$ cat src/hw/rtl/mcba_pkg.sv
package mcba_pkg;

	localparam int MEM_W = 48;
	localparam int CPU_W = 16;
	localparam int LEASE_W = 16;
	localparam int CFG_IDX_W = 1;

	localparam logic [LEASE_W-1:0] LEASE_MAX = {LEASE_W{1'b1}};

	typedef enum logic [CFG_IDX_W-1:0] {
		REG_BUDGET_CAP = 1'b0,
		REG_KEEP_BACK  = 1'b1
	} cfg_reg_t;

	typedef enum logic {
		OP_ACQUIRE = 1'b0,
		OP_RELEASE = 1'b1
	} op_t;

	typedef enum logic [2:0] {
		ST_GRANTED   = 3'd0,
		ST_NO_BUDGET = 3'd1,
		ST_TOO_LARGE = 3'd2,
		ST_WAIT      = 3'd3,
		ST_RELEASED  = 3'd4
	} status_t;

	typedef struct packed {
		op_t              operation;
		logic [MEM_W-1:0] memory_amount;
		logic [CPU_W-1:0] cpu_amount;
		logic [MEM_W-1:0] probed_headroom;
		logic [CPU_W-1:0] probed_cpus;
	} req_t;

	typedef struct packed {
		status_t            status;
		logic [MEM_W-1:0]   granted_memory;
		logic [CPU_W-1:0]   granted_cpus;
		logic [MEM_W-1:0]   memory_budget_now;
		logic [MEM_W-1:0]   memory_in_use;
		logic [CPU_W-1:0]   cpus_in_use;
		logic [LEASE_W-1:0] active_leases;
	} rsp_t;

	// item after the budget stage
	typedef struct packed {
		op_t              op;
		logic [MEM_W-1:0] budget;
		logic [MEM_W-1:0] mem_amount;
		logic [CPU_W-1:0] cpu_amount;
		logic [CPU_W-1:0] cpu_pick;
		logic [CPU_W-1:0] cpus;
	} stage_t;

endpackage

$ cat src/hw/rtl/mcba_budget.sv
module mcba_budget (
	input  logic                  clk,
	input  logic                  arst_n,
	input  logic                  req_valid,
	output logic                  req_ready,
	input  mcba_pkg::req_t        req,
	input  logic [mcba_pkg::MEM_W-1:0] budget_cap,
	input  logic [mcba_pkg::MEM_W-1:0] keep_back,
	input  logic                  advance,
	output logic                  s1_valid,
	output mcba_pkg::stage_t      s1
);
	import mcba_pkg::*;

	logic [MEM_W-1:0] safe;
	logic [MEM_W-1:0] budget;
	logic [CPU_W-1:0] cpus;
	stage_t           stage_d;

	// headroom less keep-back, floored at zero, then capped
	always_comb begin
		safe   = (req.probed_headroom > keep_back) ? (req.probed_headroom - keep_back) : '0;
		budget = (budget_cap == '0 || safe < budget_cap) ? safe : budget_cap;
	end

	// usable cpus at least one, request clamped to them
	always_comb begin
		cpus = (req.probed_cpus == '0) ? CPU_W'(1) : req.probed_cpus;
		stage_d.op         = req.operation;
		stage_d.budget     = budget;
		stage_d.mem_amount = req.memory_amount;
		stage_d.cpu_amount = req.cpu_amount;
		stage_d.cpus       = cpus;
		stage_d.cpu_pick   = (req.cpu_amount == '0 || req.cpu_amount > cpus) ? cpus
		                                                                      : req.cpu_amount;
	end

	assign req_ready = !s1_valid || advance;

	// input register
	always_ff @(posedge clk or negedge arst_n) begin
		if (!arst_n) begin
			s1_valid <= 1'b0;
		end else if (req_ready) begin
			s1_valid <= req_valid;
		end
	end

	always_ff @(posedge clk) begin
		if (req_ready && req_valid) begin
			s1 <= stage_d;
		end
	end

endmodule

$ cat src/hw/rtl/mcba_admit.sv
module mcba_admit (
	input  logic             clk,
	input  logic             arst_n,
	input  logic             s1_valid,
	input  mcba_pkg::stage_t s1,
	output logic             advance,
	output logic             rsp_valid,
	input  logic             rsp_ready,
	output mcba_pkg::rsp_t   rsp
);
	import mcba_pkg::*;

	logic [MEM_W-1:0]   mem_res_q;
	logic [CPU_W-1:0]   cpu_res_q;
	logic [LEASE_W-1:0] lease_q;

	logic [MEM_W-1:0]   mem_pick;
	logic               mem_fits;
	logic               cpu_room_ok;
	status_t            status;
	logic [MEM_W-1:0]   mem_res_d;
	logic [CPU_W-1:0]   cpu_res_d;
	logic [LEASE_W-1:0] lease_d;
	rsp_t               rsp_d;

	assign advance = !rsp_valid || rsp_ready;

	// fit checks against running totals
	always_comb begin
		mem_pick    = (s1.mem_amount == '0) ? s1.budget : s1.mem_amount;
		mem_fits    = mem_res_q <= (s1.budget - mem_pick);
		cpu_room_ok = cpu_res_q <= (s1.cpus - s1.cpu_pick);
	end

	// decision and next totals
	always_comb begin
		mem_res_d = mem_res_q;
		cpu_res_d = cpu_res_q;
		lease_d   = lease_q;
		rsp_d     = '0;
		if (s1.op == OP_RELEASE) begin
			status    = ST_RELEASED;
			mem_res_d = (s1.mem_amount >= mem_res_q) ? '0 : (mem_res_q - s1.mem_amount);
			cpu_res_d = (s1.cpu_amount >= cpu_res_q) ? '0 : (cpu_res_q - s1.cpu_amount);
			if (lease_q != '0) begin
				lease_d = lease_q - LEASE_W'(1);
			end
		end else if (s1.budget == '0) begin
			status = ST_NO_BUDGET;
		end else if (s1.mem_amount > s1.budget) begin
			status = ST_TOO_LARGE;
		end else if (mem_fits && cpu_room_ok) begin
			status    = ST_GRANTED;
			mem_res_d = mem_res_q + mem_pick;
			cpu_res_d = cpu_res_q + s1.cpu_pick;
			if (lease_q != LEASE_MAX) begin
				lease_d = lease_q + LEASE_W'(1);
			end
			rsp_d.granted_memory = mem_pick;
			rsp_d.granted_cpus   = s1.cpu_pick;
		end else begin
			status = ST_WAIT;
		end
		rsp_d.status            = status;
		rsp_d.memory_budget_now = (s1.op == OP_RELEASE) ? '0 : s1.budget;
		rsp_d.memory_in_use     = mem_res_d;
		rsp_d.cpus_in_use       = cpu_res_d;
		rsp_d.active_leases     = lease_d;
	end

	// totals and result register advance together
	always_ff @(posedge clk or negedge arst_n) begin
		if (!arst_n) begin
			rsp_valid <= 1'b0;
			mem_res_q <= '0;
			cpu_res_q <= '0;
			lease_q   <= '0;
		end else if (advance) begin
			rsp_valid <= s1_valid;
			if (s1_valid) begin
				mem_res_q <= mem_res_d;
				cpu_res_q <= cpu_res_d;
				lease_q   <= lease_d;
			end
		end
	end

	always_ff @(posedge clk) begin
		if (advance && s1_valid) begin
			rsp <= rsp_d;
		end
	end

endmodule

$ cat src/hw/rtl/memory_cpu_budget_admission.sv
// Admission controller for a pooled memory and CPU budget. Each request
// transfer carries an acquire or a release; every item yields exactly one
// response. The block takes one item per clock cycle while the response
// output is not stalled. It has an input register where the memory budget
// (headroom less keep-back, capped) and the CPU clamp are formed, then a
// result register where the fit check runs against the reserved totals,
// which update together with it so that the next item sees them. Write the
// budget cap and keep-back registers only while no item is in flight.
module memory_cpu_budget_admission (
	input  logic                          clk,
	input  logic                          arst_n,
	input  logic                          cfg_we,
	input  logic [mcba_pkg::CFG_IDX_W-1:0] cfg_index,
	input  logic [mcba_pkg::MEM_W-1:0]    cfg_data,
	input  logic                          req_valid,
	output logic                          req_ready,
	input  mcba_pkg::req_t                req,
	output logic                          rsp_valid,
	input  logic                          rsp_ready,
	output mcba_pkg::rsp_t                rsp
);
	import mcba_pkg::*;

	logic [MEM_W-1:0] budget_cap_q;
	logic [MEM_W-1:0] keep_back_q;
	logic             advance;
	logic             s1_valid;
	stage_t           s1;

	// configuration registers
	always_ff @(posedge clk or negedge arst_n) begin
		if (!arst_n) begin
			budget_cap_q <= '0;
			keep_back_q  <= '0;
		end else if (cfg_we) begin
			unique case (cfg_reg_t'(cfg_index))
				REG_BUDGET_CAP: budget_cap_q <= cfg_data;
				REG_KEEP_BACK:  keep_back_q  <= cfg_data;
				default: ;
			endcase
		end
	end

	mcba_budget u_budget (
		.clk        (clk),
		.arst_n     (arst_n),
		.req_valid  (req_valid),
		.req_ready  (req_ready),
		.req        (req),
		.budget_cap (budget_cap_q),
		.keep_back  (keep_back_q),
		.advance    (advance),
		.s1_valid   (s1_valid),
		.s1         (s1)
	);

	mcba_admit u_admit (
		.clk       (clk),
		.arst_n    (arst_n),
		.s1_valid  (s1_valid),
		.s1        (s1),
		.advance   (advance),
		.rsp_valid (rsp_valid),
		.rsp_ready (rsp_ready),
		.rsp       (rsp)
	);

	// a grant never exceeds the budget it was checked against
	a_grant_in_budget: assert property (@(posedge clk) disable iff (!arst_n)
		(rsp_valid && rsp.status == ST_GRANTED) |->
		(rsp.granted_memory != '0 && rsp.granted_memory <= rsp.memory_budget_now &&
		 rsp.granted_cpus != '0))
		else $error("grant outside budget");

	// refused, waiting and released items carry no grant
	a_no_grant: assert property (@(posedge clk) disable iff (!arst_n)
		(rsp_valid && rsp.status != ST_GRANTED) |->
		(rsp.granted_memory == '0 && rsp.granted_cpus == '0))
		else $error("grant on non-granted status");

	// a full pipe with a stalled result blocks new requests
	a_backpressure: assert property (@(posedge clk) disable iff (!arst_n)
		(s1_valid && rsp_valid && !rsp_ready) |-> !req_ready)
		else $error("request taken while pipe is stalled");

	// a release moves the lease count down by at most one
	a_release_count: assert property (@(posedge clk) disable iff (!arst_n)
		(advance && s1_valid && s1.op == OP_RELEASE) |=>
		(rsp.active_leases == $past(u_admit.lease_q) ||
		 rsp.active_leases == $past(u_admit.lease_q) - LEASE_W'(1)))
		else $error("release lease count wrong");

endmodule
$ cat config.mk
export PLATFORM = sky130hd
export DESIGN_NAME = memory_cpu_budget_admission
export DESIGN_NICKNAME = d
export VERILOG_FILES = /design/src/hw/rtl/mcba_pkg.sv /design/src/hw/rtl/mcba_budget.sv /design/src/hw/rtl/mcba_admit.sv /design/src/hw/rtl/memory_cpu_budget_admission.sv
export SDC_FILE = /design/constraint.sdc
export NUM_CORES = 2
export LEC_CHECK = 0
export BUFFER_PORTS_ARGS = -buffer_cell sky130_fd_sc_hd__buf_2
export CORE_AREA = 2 2 243 268
export DETAILED_ROUTE_END_ITERATION = 10
export DIE_AREA = 0 0 245 270
export PLACE_DENSITY = 0.82
export RECOVER_POWER = 25
export SYNTH_ARGS = -nofsm -noshare
export SYNTH_HDL_FRONTEND = slang
export SYNTH_SLANG_ARGS = --single-unit
$ cat constraint.sdc
create_clock -name clk -period 8.68 [get_ports clk]
set_input_delay 0.868 -clock clk [delete_from_list [all_inputs] [get_ports clk]]
set_output_delay 0.868 -clock clk [all_outputs]
set_load 0.02 [all_outputs]
* Word-level counts from Yosys, hierarchy flattened
Cells that the tools add are included.
W data, S select, Z words.
** Word-level totals
- Bits in registers :: 518
- Input port bits :: 183
- Output and inout port bits :: 197
** Operators by class
- Add/subtract/negate cells :: 9
- Order comparisons :: 8
- Eq/ne operators :: 1
- Mux-type cells :: 24
- Bitwise logic cells :: 2
- Reduce and logical (&&, ||, !) cells :: 20
** Operator list (number)
- $mux W48 :: 8
- $mux W16 :: 13
- $logic_not A48 Y1 :: 3
- $sub A48 B48 Y48 :: 3
- $gt A48 B48 Y1 :: 2
- $add A48 B48 Y48 :: 1
- $ge A48 B48 Y1 :: 1
- $le A48 B48 Y1 :: 1
- $lt A48 B48 Y1 :: 1
- $logic_not A16 Y1 :: 2
- $sub A16 B16 Y16 :: 2
- $add A16 B1 Y16 const B :: 1
- $add A16 B16 Y16 :: 1
- $ge A16 B16 Y1 :: 1
- $gt A16 B16 Y1 :: 1
- $le A16 B16 Y1 :: 1
- $ne A16 B16 Y1 const B :: 1
- $reduce_bool A16 Y1 :: 1
- $sub A16 B1 Y16 const B :: 1
- $mux W3 :: 2
- $reduce_and A2 Y1 :: 3
- $logic_or A1 B1 Y1 :: 4
- $reduce_or A4 Y1 :: 1
- $logic_and A1 B1 Y1 :: 3
- other kinds (4) :: 6

* Depth between registers and ports, before layout
- Depth in word-level cells :: 9
- Gate-level depth with buffers :: 38

* By module
A second synthesis with hierarchy kept.
** Unflattened totals
- Cells, all modules :: 4015
- Area total of the unflattened synthesis :: 38469.4 um2
** Modules (own cells, without submodules)
- mcba_admit :: instances 1, cells each 2779, area each 24422.2 um2, sequential area each 7882.6 um2
- mcba_budget :: instances 1, cells each 1032, area each 10467.5 um2, sequential area each 4379.2 um2
- memory_cpu_budget_admission :: instances 1, cells each 204, area each 3579.7 um2, sequential area each 2402.3 um2

* Worst setup path after synthesis
OpenSTA, ideal clock, no wires.
- Path kind :: input-to-reg
- Start :: input port rsp_ready
- End :: register u_admit.rsp[0] (netlist name)
- Data arrival time :: 6.945 ns
- Required time :: 8.045 ns
- Path slack :: 1.100 ns
- Stages :: 5
- Path through :: nand2b_1 -> nand2_1 -> inv_2 -> clkbuf_1 -> buf_1
** Between the ends
- Cells in the longest elaborated chain, start to end :: 2
** RTL lines
- start: declaration :: RTL line memory_cpu_budget_admission.sv:19 : input logic rsp_ready,
- $logic_or A1 B1 Y1 :: RTL line mcba_admit.sv:26 : assign advance = !rsp_valid || rsp_ready;
- $logic_and A1 B1 Y1 :: RTL line mcba_admit.sv:89 : if (advance && s1_valid) begin
Every way passes these cells.
A chain may end at the register's enable or synchronous reset.

* Worst setup path after layout
- Start :: register u_budget.s1[64] (netlist name)
- End :: register u_admit.cpu_res_q[6]
** Between the ends
- Cells in the longest elaborated chain, start to end :: 9
- Elaborated cells between the ends (all ways) :: 10
- Classes of those cells :: add/sub (1); order compare (2); mux (5); reduce/logical (2)
** RTL lines
- $logic_not A48 Y1 :: RTL line mcba_admit.sv:30 : mem_pick = (s1.mem_amount == '0) ? s1.budget : s1.mem_amount;
- $mux W48 :: RTL line mcba_admit.sv:30
- net u_admit.mem_pick[0] :: RTL line mcba_admit.sv:17 : logic [MEM_W-1:0] mem_pick;
- $sub A48 B48 Y48 :: RTL line mcba_admit.sv:31 : mem_fits = mem_res_q <= (s1.budget - mem_pick);
- $le A48 B48 Y1 :: RTL line mcba_admit.sv:31
- $logic_and A1 B1 Y1 :: RTL line mcba_admit.sv:52 : end else if (mem_fits && cpu_room_ok) begin
- $mux W16 :: RTL line mcba_admit.sv:52
- $mux W16 :: RTL line mcba_admit.sv:50 : end else if (s1.mem_amount > s1.budget) begin
- $mux W16 :: RTL line mcba_admit.sv:48 : end else if (s1.budget == '0) begin
- $mux W16 :: RTL line mcba_admit.sv:41 : if (s1.op == OP_RELEASE) begin
- net u_admit.cpu_res_d[6] :: RTL line mcba_admit.sv:22 : logic [CPU_W-1:0] cpu_res_d;
- end signal: assignment :: RTL line mcba_admit.sv:82 : cpu_res_q <= cpu_res_d;
- end: declaration :: RTL line mcba_admit.sv:14 : logic [CPU_W-1:0] cpu_res_q;
The timed path passes the listed nets, and every way through them passes these cells.

==> results list <==
* Post-Syn Instances: 3942
- The count of final hold-check violations is 0.
- In this run the critical register-to-register path is launched from u_budget.s1[64].
- Routability-driven placement finished with a final weighted congestion of 0.9524.
- Counting flops with an async set or reset pin after synthesis yields a share of 0.3436.
- The most critical setup path has its startpoint at u_budget.s1[64].
- For the pin with the worst max-slew slack, the measured transition is 4.029 ns.
* Endpoint of the worst register-to-register path: u_admit.cpu_res_q[6]
- Synthesized cell area: roughly 38000 um2
- Total design power: around 13 mW
* Final standard cell utilization of the core: 0.6698
* Mux cell area share after synthesis: 0.05342
- After detailed routing, the average wire length per cell comes to ~22 um.
- Synthesized-area fraction occupied by xor and xnor cells: 0.05435
- Clock tree from TritonCTS: yes
* Detailed placement HPWL: ~90000 um
- Of the total synthesized cell area, the portion taken by AND, OR, NAND and NOR gates is 0.1313.
* Accumulated negative setup slack: 0 ns
- Max-cap violations: 4
- On the worst path, the slowest cell contributes a delay of 0.51 ns.
- Slew headroom: -1.686
* Number of vias per cell: 6.143
- Total die area: between 60000 and 70000 um2
- Count of boundary I/O pins: 380
* Minimum clock period after layout: 8.339 ns
* Net count of the mapped netlist: around 4500
* Maximum number of pins on one net before global-route repair: roughly 150
- sky130_fd_sc_hd__ha_1 is the most common cell in the netlist.
- Synth Warn #: 0
- Fraction of final layout cells sized beyond drive strength 1: 0.1506
- Endpoint class of the critical path: register
- Share of the synthesized area in the top cell type: 0.2708
- Arithmetic-cell share of the synthesized area counting full adders, half adders and majority gates: 0.1408
* Type of the worst setup path: register to register
- Input and output buffers added on the ports amount to around 380.
- Final hold slack: roughly 0.41 ns
* Main combinational cell family by area after synthesis: compound AO/OA/AOI/OAI gates
* Synth Register Bits: 518
* Capture point of the critical path: u_admit.cpu_res_q[6]
- In this run the post-CTS setup repair buffer count came out at 0.
- The tree is rooted in a sky130_fd_sc_hd__clkbuf_16.
- In the finished design, the share of the clock period the worst path needs comes to 0.9608.
- For this block, the via count after detailed routing is 32000.
- Wire length of the first global-routing pass: between 150000 and 200000 um
- The synthesized design contains 340 enable-type register cells.
- In this run the static leakage power is around 20 nW.
* DRC Markers: 0
- Most frequent CP cell: sky130_fd_sc_hd__buf_4
* Resized cells post-CTS: 0
* Sink count of the clock tree: about 520
- From synthesis to final layout, the design area changed by 12.75%.
* First DRT Iteration DRCs: about 2800
* Initial cell density of the core: 0.5940
- The number of antenna violations at the first check in global routing is 10.
- Distinct cell type count after synthesis: 99
- Hold Path Origin: req[105]
* Commonest cells post-synth: sky130_fd_sc_hd__ha_1 (413), sky130_fd_sc_hd__inv_1 (356), sky130_fd_sc_hd__edfxtp_1 (340), sky130_fd_sc_hd__a21oi_1 (329), sky130_fd_sc_hd__nor2_1 (319)
- Worst path required time: 9.18 ns
* Critical Path AT: 8.83 ns
- The filler cells instantiated in the layout total 5093.
* Maximum ir drop on the vdd rail: ~0.28 mV
* Mean instance size in the synthesized netlist: about 9.6 um2
* Tot GR Track Use: 0.3320
* Final critical-path setup slack: roughly 0.34 ns
- Worst R2R Path Depth: 34
- First-pass DRT Iterations: 5
* Classification of the worst-slack hold path: primary input to register
- Remaining global-route overflow: 0
- Max Freq: roughly 120 MHz
* Final-report setup violation count: 0
- Vertical extent of the die: around 270 um
- The run finished, with violations left.
- The worst setup path is launched from a register.
- The clock reaches the later pin of the worst-skew pair after 0.64 ns.
* CTS Hold Bufs: 0
* Max Slew Vio Count: 265
- CTS built an H-tree with a depth of 2.
- Worst slack after detailed placement: ~0.21 ns
- Number of global-route vias before repair: 30920
- Sequential-to-total area share from yosys stat: 0.3889
- In this run the power density over the cells is between 300 and 400 nW/um2.
- Area leader, netlist: sky130_fd_sc_hd__edfxtp_1
- Fraction of the mapped netlist area in compound gates: 0.1812
- Max stage delay cell, worst path: sky130_fd_sc_hd__a2111oi_2
- The detail route stage leaves a number of antenna-violating nets equal to 0.
- Final Net Count: between 4000 and 5000
- Clock-pin slew was measured on the worst setup and hold paths at about 0.060 ns.
* Site Rows: 97
- TritonCTS created 56 clock buffers.
- After detailed routing, the total wire length is 112700 um.
* Longest Clk Path Bufs: 3
- Clock skew on the completed layout was measured at around 0.034 ns.
- Measured along the x axis, the die boundary spans 245 um.
- After floorplanning, the core was sized to cover ~63000 um2.
- In the synthesized netlist the dominant register cell turns out to be sky130_fd_sc_hd__edfxtp_1.
- Across all register-to-register paths, the minimum setup slack is 0.34 ns.
* Violations in the final reports: capacitance limit, slew limit
* CP max FO: 17
- Yosys attributes the largest share of cell area to sky130_fd_sc_hd__edfxtp_1 (27%), sky130_fd_sc_hd__ha_1 (14%), sky130_fd_sc_hd__dfrtp_1 (12%).
==> per-stage QoR <==
stage                     std cells  instance area (um2)
after CTS                      5203                42580
after detailed placement       5097                40730
after global routing           5203                42500
after floorplan                3942                37710
after global placement         5097                40730
final                          5209                42510
==> final cells by class <==
class                           instances  area, um2  area share
Antenna cell                            6      15.01   0.0003532
Clock buffer                           71       1478     0.03476
Tap cell                              841       1052     0.02475
Clock inverter                         35      376.6    0.008858
Multi-Input combinational cell       2940      21200      0.4987
Timing Repair Buffer                  441       2380     0.05598
Sequential cell                       518      14660      0.3449
Inverter                              357       1348     0.03170
==> placed cells by master, fill, tap and decap left out, drive strengths merged, types with 28 or more instances in the layout <==
cell	n
o21bai	32
o211ai	28
mux2	141
mux2i	37
xnor2	138
nand3	52
nor2b	50
edfxtp	340
o21ai	263
nand4	87
ha	413
nand2	275
nor2	321
clkbuf	134
buf	378
a21o	154
nand2b	42
and3	32
dfrtp	178
xor2	96
nor3	57
nor4	50
inv	360
a21oi	333
o21a	38
==> worst min path at each step <==
stage                                 to  slack [ns]  cells past startpoint
finish                   u_budget.s1[73]        0.41                      1
global route             u_budget.s1[70]        0.40                      1
CTS                 u_admit.mem_res_q[0]        0.24                      1
detailed placement       keep_back_q[37]        0.49                      1
global placement         keep_back_q[42]        0.49                      1
floorplan              u_admit.rsp_valid        0.46                      1
==> power by group <==
| group | internal, mW | switching (mW) |
|---|---|---|
| Combinational | 2.81 | 3.92 |
| Clock | 1.39 | 1.06 |
| Sequential | 3.35 | 0.590 |
==> registers in the layout, summed over array words and instances, names as in the netlist <==
signal / count
u_admit.rsp_valid: 1
budget_cap_q: 48
u_admit.mem_res_q: 48
u_admit.lease_q: 16
u_admit.cpu_res_q: 16
u_admit.rsp: 195
keep_back_q: 48
u_budget.s1: 145
u_budget.s1_valid: 1
==> routing by layer <==
layer,track usage,vias to the layer above,routed length (um)
li1,-,15130,-
met1,0.4304,15250,45870
met2,0.5364,1321,52050
met3,0.04511,294,7880
met4,0.1847,6,6862
met5,0,-,33
==> logic make-up (layout without fill, tap and decap cells) <==
logic type,count (synthesis),in the layout
AO/OA/AOI/OAI,1072,1072
multiplexers,178,178
other,0,6
flip-flops,518,518
AND/OR/NAND/NOR,1036,1036
XOR/XNOR,234,234
adder cells (fa/ha/maj),420,420
buffers and inverters,484,904
==> critical path: cells and delay by family (launching register included) <==
kind / cells / cell delay [ns]
DFF: 1 / 0.48
adders and majority gates: 3 / 0.86
AOI/OAI and AO/OA: 13 / 2.67
xor gates and xnor gates: 1 / 0.09
and+or+nand+nor: 11 / 2.62
muxes: 2 / 0.65
buffers and inverters: 4 / 0.82
Power figures use the tool's default switching activity.
